## config.mk

```make
export PLATFORM = sky130hd
export DESIGN_NAME = modular_exponentiation_core
export DESIGN_NICKNAME = d
export VERILOG_FILES = /design/src/sv/mexp_pkg.sv /design/src/sv/mexp_modmul.sv /design/src/sv/mexp_seq.sv /design/src/sv/modular_exponentiation_core.sv
export SDC_FILE = /design/constraint.sdc
export NUM_CORES = 1
export LEC_CHECK = 0
export BUFFER_PORTS_ARGS = -buffer_cell sky130_fd_sc_hd__buf_2
export CAP_MARGIN = 20
export CELL_PAD_IN_SITES_DETAIL_PLACEMENT = 0
export CELL_PAD_IN_SITES_GLOBAL_PLACEMENT = 1
export CORE_ASPECT_RATIO = 1.1
export CORE_MARGIN = 2
export CORE_UTILIZATION = 52
export DETAILED_ROUTE_END_ITERATION = 8
export GPL_TIMING_DRIVEN = 0
export PLACE_DENSITY_LB_ADDON = 0.1
export SLEW_MARGIN = 20
export SYNTH_ARGS = -nofsm -noshare
export SYNTH_HDL_FRONTEND = slang
export SYNTH_SLANG_ARGS = --single-unit
```

## constraint.sdc

```tcl
create_clock -name i_clk -period 12.8 [get_ports i_clk]
set_input_delay 1.28 -clock i_clk [delete_from_list [all_inputs] [get_ports i_clk]]
set_output_delay 1.28 -clock i_clk [all_outputs]
set_load 0.05 [all_outputs]
```

## src/sv/mexp_pkg.sv

```systemverilog
package mexp_pkg;

    // Default operand width and the fixed width of the item fields.
    localparam int OPERAND_WIDTH_DEF = 32;
    localparam int FIELD_WIDTH       = 32;

    typedef struct packed {
        logic [FIELD_WIDTH-1:0] base;
        logic [FIELD_WIDTH-1:0] exponent;
        logic [FIELD_WIDTH-1:0] modulus;
    } t_in_item;

    typedef struct packed {
        logic [FIELD_WIDTH-1:0] power_result;
        logic                   modulus_zero_error;
    } t_out_item;

    // Status of the serial modular multiplier.
    typedef struct packed {
        logic busy;
        logic done;
    } t_mul_stat;

    // Status of the exponentiation sequencer towards the top level.
    typedef struct packed {
        logic idle;
        logic done;
    } t_seq_stat;

    typedef enum logic [2:0] {
        S_IDLE,
        S_REDUCE,
        S_MULT,
        S_SQUARE,
        S_DONE
    } t_state;

endpackage

```

## src/sv/mexp_modmul.sv

```systemverilog
// Bit-serial interleaved modular multiplier: r = (x * y) mod m, one bit of y
// per cycle, most significant bit first. Requires x <= m and m nonzero.
module mexp_modmul #(
    parameter int OPERAND_WIDTH = mexp_pkg::OPERAND_WIDTH_DEF
) (
    input  logic                     i_clk,
    input  logic                     i_rst_n,
    input  logic                     i_start,
    input  logic [OPERAND_WIDTH-1:0] i_x,
    input  logic [OPERAND_WIDTH-1:0] i_y,
    input  logic [OPERAND_WIDTH-1:0] i_m,
    output logic [OPERAND_WIDTH-1:0] o_result,
    output mexp_pkg::t_mul_stat      o_stat
);

    localparam int CW = $clog2(OPERAND_WIDTH + 1);

    logic [OPERAND_WIDTH-1:0] r_r, n_r;
    logic [OPERAND_WIDTH-1:0] r_x;
    logic [OPERAND_WIDTH-1:0] r_y;
    logic [OPERAND_WIDTH-1:0] r_m;
    logic [CW-1:0]            r_cnt;
    logic                     r_busy;
    logic                     r_done;

    logic [OPERAND_WIDTH:0]   dbl;
    logic [OPERAND_WIDTH:0]   dbl_red;
    logic [OPERAND_WIDTH:0]   sum;
    logic [OPERAND_WIDTH:0]   m_ext;

    // Double the partial remainder, then add x when the current bit of y is set;
    // each step stays below twice the modulus, so one subtraction suffices.
    always_comb begin
        m_ext   = {1'b0, r_m};
        dbl     = {r_r, 1'b0};
        dbl_red = (dbl >= m_ext) ? (dbl - m_ext) : dbl;
        sum     = dbl_red + (r_y[OPERAND_WIDTH-1] ? {1'b0, r_x} : '0);
        n_r     = (sum >= m_ext) ? OPERAND_WIDTH'(sum - m_ext) : sum[OPERAND_WIDTH-1:0];
    end

    always_ff @(posedge i_clk) begin
        if (!i_rst_n) begin
            r_busy <= 1'b0;
            r_done <= 1'b0;
            r_cnt  <= '0;
        end else begin
            r_done <= 1'b0;
            if (i_start) begin
                r_busy <= 1'b1;
                r_cnt  <= CW'(OPERAND_WIDTH);
            end else if (r_busy) begin
                r_cnt <= r_cnt - CW'(1);
                if (r_cnt == CW'(1)) begin
                    r_busy <= 1'b0;
                    r_done <= 1'b1;
                end
            end
        end
    end

    always_ff @(posedge i_clk) begin
        if (i_start) begin
            r_r <= '0;
            r_x <= i_x;
            r_y <= i_y;
            r_m <= i_m;
        end else if (r_busy) begin
            r_r <= n_r;
            r_y <= {r_y[OPERAND_WIDTH-2:0], 1'b0};
        end
    end

    assign o_result    = r_r;
    assign o_stat.busy = r_busy;
    assign o_stat.done = r_done;

endmodule

```

## src/sv/mexp_seq.sv

```systemverilog
// Square-and-multiply sequencer: scans the exponent from its least significant
// bit and issues reduce, multiply and square operations to the shared multiplier.
module mexp_seq #(
    parameter int OPERAND_WIDTH = mexp_pkg::OPERAND_WIDTH_DEF
) (
    input  logic                     i_clk,
    input  logic                     i_rst_n,
    input  logic                     i_accept,
    input  mexp_pkg::t_in_item       i_item,
    input  logic                     i_out_free,
    input  logic [OPERAND_WIDTH-1:0] i_mul_result,
    input  mexp_pkg::t_mul_stat      i_mul_stat,
    output logic                     o_mul_start,
    output logic [OPERAND_WIDTH-1:0] o_mul_x,
    output logic [OPERAND_WIDTH-1:0] o_mul_y,
    output logic [OPERAND_WIDTH-1:0] o_mul_m,
    output mexp_pkg::t_out_item      o_result,
    output mexp_pkg::t_seq_stat      o_stat
);

    localparam int BW = $clog2(OPERAND_WIDTH);

    mexp_pkg::t_state r_state, n_state;
    logic             r_launch, n_launch;

    logic [OPERAND_WIDTH-1:0] r_acc;
    logic [OPERAND_WIDTH-1:0] r_sq;
    logic [OPERAND_WIDTH-1:0] r_exp;
    logic [OPERAND_WIDTH-1:0] r_mod;
    logic [BW-1:0]            r_bitcnt;
    logic                     r_err;

    logic in_mod_zero;
    logic in_exp_zero;

    assign in_mod_zero = (i_item.modulus[OPERAND_WIDTH-1:0] == '0);
    assign in_exp_zero = (i_item.exponent[OPERAND_WIDTH-1:0] == '0);

    // Next state.
    always_comb begin
        n_state  = r_state;
        n_launch = 1'b0;
        case (r_state)
            mexp_pkg::S_IDLE: begin
                if (i_accept) begin
                    if (in_mod_zero || in_exp_zero) begin
                        n_state = mexp_pkg::S_DONE;
                    end else begin
                        n_state  = mexp_pkg::S_REDUCE;
                        n_launch = 1'b1;
                    end
                end
            end
            mexp_pkg::S_REDUCE: begin
                if (i_mul_stat.done) begin
                    n_state  = r_exp[0] ? mexp_pkg::S_MULT : mexp_pkg::S_SQUARE;
                    n_launch = 1'b1;
                end
            end
            mexp_pkg::S_MULT: begin
                if (i_mul_stat.done) begin
                    n_state  = mexp_pkg::S_SQUARE;
                    n_launch = 1'b1;
                end
            end
            mexp_pkg::S_SQUARE: begin
                if (i_mul_stat.done) begin
                    if (r_bitcnt == BW'(OPERAND_WIDTH - 1)) begin
                        n_state = mexp_pkg::S_DONE;
                    end else begin
                        n_state  = r_exp[1] ? mexp_pkg::S_MULT : mexp_pkg::S_SQUARE;
                        n_launch = 1'b1;
                    end
                end
            end
            mexp_pkg::S_DONE: begin
                if (i_out_free) begin
                    n_state = mexp_pkg::S_IDLE;
                end
            end
            default: begin
                n_state = mexp_pkg::S_IDLE;
            end
        endcase
    end

    // Outputs and operand selection.
    always_comb begin
        o_mul_start = r_launch;
        o_mul_m     = r_mod;
        o_stat.idle = 1'b0;
        o_stat.done = 1'b0;
        case (r_state)
            mexp_pkg::S_IDLE: begin
                o_mul_x     = r_sq;
                o_mul_y     = r_sq;
                o_stat.idle = 1'b1;
            end
            mexp_pkg::S_REDUCE: begin
                // The base sits in the accumulator; 1 * base mod m reduces it.
                o_mul_x = OPERAND_WIDTH'(1);
                o_mul_y = r_acc;
            end
            mexp_pkg::S_MULT: begin
                o_mul_x = r_sq;
                o_mul_y = r_acc;
            end
            mexp_pkg::S_DONE: begin
                o_mul_x     = r_sq;
                o_mul_y     = r_sq;
                o_stat.done = i_out_free;
            end
            default: begin
                o_mul_x = r_sq;
                o_mul_y = r_sq;
            end
        endcase
        o_result.power_result       = mexp_pkg::FIELD_WIDTH'(r_acc);
        o_result.modulus_zero_error = r_err;
    end

    always_ff @(posedge i_clk) begin
        if (!i_rst_n) begin
            r_state  <= mexp_pkg::S_IDLE;
            r_launch <= 1'b0;
        end else begin
            r_state  <= n_state;
            r_launch <= n_launch;
        end
    end

    always_ff @(posedge i_clk) begin
        if (i_accept) begin
            r_exp    <= i_item.exponent[OPERAND_WIDTH-1:0];
            r_mod    <= i_item.modulus[OPERAND_WIDTH-1:0];
            r_bitcnt <= '0;
            r_err    <= in_mod_zero;
            if (in_mod_zero) begin
                r_acc <= '0;
            end else if (in_exp_zero) begin
                r_acc <= OPERAND_WIDTH'(1);
            end else begin
                r_acc <= i_item.base[OPERAND_WIDTH-1:0];
            end
        end else if (i_mul_stat.done) begin
            case (r_state)
                mexp_pkg::S_REDUCE: begin
                    r_sq  <= i_mul_result;
                    r_acc <= OPERAND_WIDTH'(1);
                end
                mexp_pkg::S_MULT: begin
                    r_acc <= i_mul_result;
                end
                mexp_pkg::S_SQUARE: begin
                    r_sq     <= i_mul_result;
                    r_exp    <= {1'b0, r_exp[OPERAND_WIDTH-1:1]};
                    r_bitcnt <= r_bitcnt + BW'(1);
                end
                default: begin
                end
            endcase
        end
    end

endmodule

```

## src/sv/modular_exponentiation_core.sv

```systemverilog
// Channel | Direction | Handshake                       | Item
// in      | to core   | i_in_valid, o_in_stall          | base, exponent, modulus
// out     | from core | o_out_valid, i_out_stall        | power_result, modulus_zero_error
//
// One item is worked on at a time. A zero modulus or a zero exponent is answered
// straight from the sequencer, without the multiplier. Otherwise each modular
// operation runs on the single bit-serial multiplier, and an item needs one
// reduction, OPERAND_WIDTH squarings and one multiplication per set exponent
// bit. Reset is synchronous and active low; it clears the control state only.
// A finished result waits in the output register while the sequencer takes the
// next item; the sequencer then holds its own finished result, with the input
// stalled, until the output register is free again.
module modular_exponentiation_core #(
    parameter int OPERAND_WIDTH = mexp_pkg::OPERAND_WIDTH_DEF
) (
    input  logic                i_clk,
    input  logic                i_rst_n,
    input  logic                i_in_valid,
    output logic                o_in_stall,
    input  mexp_pkg::t_in_item  i_in_item,
    output logic                o_out_valid,
    input  logic                i_out_stall,
    output mexp_pkg::t_out_item o_out_item
);

    logic                     in_accept;
    logic                     out_free;
    logic                     mul_start;
    logic [OPERAND_WIDTH-1:0] mul_x;
    logic [OPERAND_WIDTH-1:0] mul_y;
    logic [OPERAND_WIDTH-1:0] mul_m;
    logic [OPERAND_WIDTH-1:0] mul_result;
    mexp_pkg::t_mul_stat      mul_stat;
    mexp_pkg::t_seq_stat      seq_stat;
    mexp_pkg::t_out_item      seq_result;

    logic                     r_out_valid;
    mexp_pkg::t_out_item      r_out_item;

    // The input side is open only while the sequencer is idle.
    assign o_in_stall = !seq_stat.idle;
    assign in_accept  = i_in_valid && seq_stat.idle;

    // The output register can take a new result when empty or being drained.
    assign out_free = !r_out_valid || !i_out_stall;

    mexp_seq #(
        .OPERAND_WIDTH(OPERAND_WIDTH)
    ) u_seq (
        .i_clk        (i_clk),
        .i_rst_n      (i_rst_n),
        .i_accept     (in_accept),
        .i_item       (i_in_item),
        .i_out_free   (out_free),
        .i_mul_result (mul_result),
        .i_mul_stat   (mul_stat),
        .o_mul_start  (mul_start),
        .o_mul_x      (mul_x),
        .o_mul_y      (mul_y),
        .o_mul_m      (mul_m),
        .o_result     (seq_result),
        .o_stat       (seq_stat)
    );

    mexp_modmul #(
        .OPERAND_WIDTH(OPERAND_WIDTH)
    ) u_modmul (
        .i_clk    (i_clk),
        .i_rst_n  (i_rst_n),
        .i_start  (mul_start),
        .i_x      (mul_x),
        .i_y      (mul_y),
        .i_m      (mul_m),
        .o_result (mul_result),
        .o_stat   (mul_stat)
    );

    // Output register: loaded when the sequencer hands over a finished item,
    // emptied when the receiver takes it.
    always_ff @(posedge i_clk) begin
        if (!i_rst_n) begin
            r_out_valid <= 1'b0;
        end else if (seq_stat.done) begin
            r_out_valid <= 1'b1;
        end else if (!i_out_stall) begin
            r_out_valid <= 1'b0;
        end
    end

    always_ff @(posedge i_clk) begin
        if (seq_stat.done) begin
            r_out_item <= seq_result;
        end
    end

    assign o_out_valid = r_out_valid;
    assign o_out_item  = r_out_item;

`ifndef NO_ASSERTIONS
    // Once an item is taken, the input stays closed in the next cycle.
    a_busy_after_accept: assert property (@(posedge i_clk) disable iff (!i_rst_n)
        in_accept |=> o_in_stall)
        else $error("input not stalled after an accepted item");

    // The multiplier is only launched when it is free.
    a_start_when_free: assert property (@(posedge i_clk) disable iff (!i_rst_n)
        mul_start |-> !mul_stat.busy)
        else $error("multiplier launched while busy");

    // A multiplier result never arrives while the sequencer is idle.
    a_done_not_idle: assert property (@(posedge i_clk) disable iff (!i_rst_n)
        mul_stat.done |-> !seq_stat.idle)
        else $error("multiplier finished with no item in progress");

    // An error result always carries a zero value.
    a_error_zero: assert property (@(posedge i_clk) disable iff (!i_rst_n)
        (o_out_valid && o_out_item.modulus_zero_error) |-> (o_out_item.power_result == '0))
        else $error("error result with nonzero value");
`endif

endmodule

```

==> qor.yml <==
status:
  status: "complete, no violations"
synth:
  synth_common_cells: "258 x edfxtp_1, 123 x nor2_1, 122 x a21oi_1, 100 x ha_1, 98 x o21ai_0"
  yosysWarnings: 0
  async_flop_share_pct: 0
  seq_area_frac_synth_pct: 50.8
  synth.area.mux_share_pct: 4.32
  syn_area_um2: 17200
  yosys.cell_types.count: 72
  synth.most_common_cell: "edfxtp_1"
  ys_ff_latch: 308
  synth.largest_area_cell: "edfxtp_1"
  avgSynthCellArea_um2: 10.9
  synth_top_area_share_pct: 45.0
  synth-compound-area-share_pct: 17.0
  yosys.area_share.adder_pct: 7.62
  synthFlopType: "edfxtp_1"
  synthTopCellsByArea: "edfxtp_1 45%, ha_1 7.3%, dfxtp_1 5.8%"
  synth_nets: 1781
  synth_top_family_by_area: "compound AO/OA/AOI/OAI gates"
  syn_inst: 1578
  synth_xor_xnor_area_share_pct: 4.88
  synth_edf_count: 258
  synth_simple_gate_area_share_pct: 12.4
die:
  rows: 69
  start_util_pct: 53.0
  die_h_um: 195
  coreArea_um2: 32500
  io_pins: 135
  die_area_um2: 34600
  die_w_um: 177
placement:
  io_buffers: 134
  gp_congestion: 0.907
  dp_hpwl_um: 36200
timing:
  fmaxAchievable_ghz: 0.0980
  skew_ns: 0.0204
  period_minus_slack_ns: 10.20
  finalSetupTns_ns: 0
  maxSlewViolCount: 0
  worstMarginPinSlew_ns: 0.981
  post-route-period-util_pct: 79.7
  hold_viol_final: 0
  setup_viol: 0
  rsz0062_at_grt: "no"
  relSlewSlack_pct: 34.4
clock_tree:
  cts_sinks: 308
  htreeDepth: 2
  hold_buffers: 0
  clk_latency_ns: 0.53
  clkTransAtPathRegs_ns: 0.06
  clk_path_buf_depth: 3
  tritoncts: "built"
  cts_buffers: 34
  cts_resized: 0
  root_buffer: "clkbuf_16"
  post-cts-setup-buffer-count: 0
cells_and_area:
  diodes: 0
  final_layout_size_suffix_gt1_share_pct: 14.2
  final_util_pct: 60.7
  nets: 1959
  syn2layout_area_growth_pct: 14.5
global_routing:
  grt_pass1_vias: 12800
  grt_pass1_wl_um: 71600
  grt_max_degree: 35
  grt_antenna_before_repair: 0
  gr-total-overflow: 0
  grt_use_total_pct: 26.9
routing:
  wl_per_cell_um: 20.7
  vias: 12900
  met2_length_um: 21200
  drc: 0
  top_layer: "met4"
  met3_length_um: 3040
  via_per_inst: 5.85
  finalWirelength_um: 45600
  dr.pass1.iters: 5
  drt-met1-wl_um: 20400
  route.antenna.remaining_nets: 0
  drt_iter0_markers: 838
flow_run:
  cap_violations: 0
setup_path:
  crit_arrival_ns: 10.62
  slowest_stage: "a2111oi_0"
  cp.required_ns: 13.22
  crit_top_cell: "clkbuf_1"
  slowest_delay_ns: 0.75
  crit_fanout: 10
  crit_path_start_kind: "register"
  endpoint_kind: "register"
  path_class: "register to register"
worst_hold_path:
  hold_path_class: "register to register"
per-stage QoR:
stage               cell area, um2  hold slack (ns)  cells  setup WS, ns
floorplan                    17200            0.400   1578          5.47
global placement             18400            0.402   2138          2.64
detailed placement           18600            0.405   2146          2.69
CTS                          19700            0.418   2207          2.66
global route                 19700            0.420   2207          1.91
finish                       19700            0.416   2207          2.60
state kept, by name, indices dropped and copies added, names as in the netlist:
register / cells
u_modmul.r_x: 32
o_out_valid: 1
u_modmul.r_m: 32
u_modmul.r_y: 32
u_modmul.r_done: 1
u_seq.r_err: 1
u_seq.r_state: 3
u_seq.r_sq: 32
u_seq.r_exp: 32
u_modmul.r_cnt: 6
u_modmul.r_busy: 1
u_seq.o_mul_m: 32
u_seq.r_bitcnt: 5
u_seq.o_mul_start: 1
u_modmul.o_result: 32
o_out_item: 33
u_seq.r_acc: 32
worst max-delay path, delay by kind of cell (launching register included):
kind,cells,cell delay [ns]
buffers and inverters,6,2.06
xor gates and xnor gates,1,0.24
adders and majority gates,3,0.99
AOI/OAI and AO/OA,16,5.27
and+or+nand+nor,7,1.08
DFF,1,0.43
cell families (layout without fill, tap and decap cells):
family                   after synthesis  in the layout
XOR/XNOR                              95             95
multiplexers                          70             70
buffers and inverters                133            336
AO/OA/AOI/OAI                        440            440
adder cells (fa/ha/maj)              103            103
AND/OR/NAND/NOR                      429            429
flip-flops                           308            308
placed cells by master (no fill, tap or decap), types with 37 or more instances in the layout:
cell type	instances
inv_1	61
ha_1	100
nor2_1	123
a21o_1	49
nand3_1	39
xnor2_1	62
buf_2	138
edfxtp_1	258
o21ai_0	97
clkbuf_1	66
nor2b_1	43
dfxtp_1	49
a21oi_1	121
nand2_1	81
clkbuf_16	37
layer usage:
layer / track usage (%) / up-vias
met1: 37.9 / 6144
met2: 43.9 / 413
met5: 0 / -
met3: 3.83 / 63
met4: 6.74 / 0
li1: - / 6300
cell type report:
type | instances | area [um2]
Inverter | 63 | 236
Clock buffer | 43 | 948
Buffer | 70 | 277
Timing Repair Buffer | 142 | 841
Fill cell | 2838 | 12800
Sequential cell | 308 | 8750
Multi-Input combinational cell | 1137 | 7990
Clock inverter | 18 | 130
Tap cell | 426 | 533
path summary, 6_finish.rpt:
kind / cells past startpoint / startpoint / slack [ns] / end
setup reg to reg: 33 / u_modmul.r_m[1] / 2.60 / u_modmul.o_result[26]
hold reg to reg: 0 / u_seq.o_mul_m[18] / 0.42 / u_modmul.r_m[18]
setup / recovery: 33 / u_modmul.r_m[1] / 2.60 / u_modmul.o_result[26]
hold / removal: 0 / u_seq.o_mul_m[18] / 0.42 / u_modmul.r_m[18]
Power is left out: the tool's default activity adds up to more than one toggle a clock period on the data nets, which glitch-free logic cannot reach.
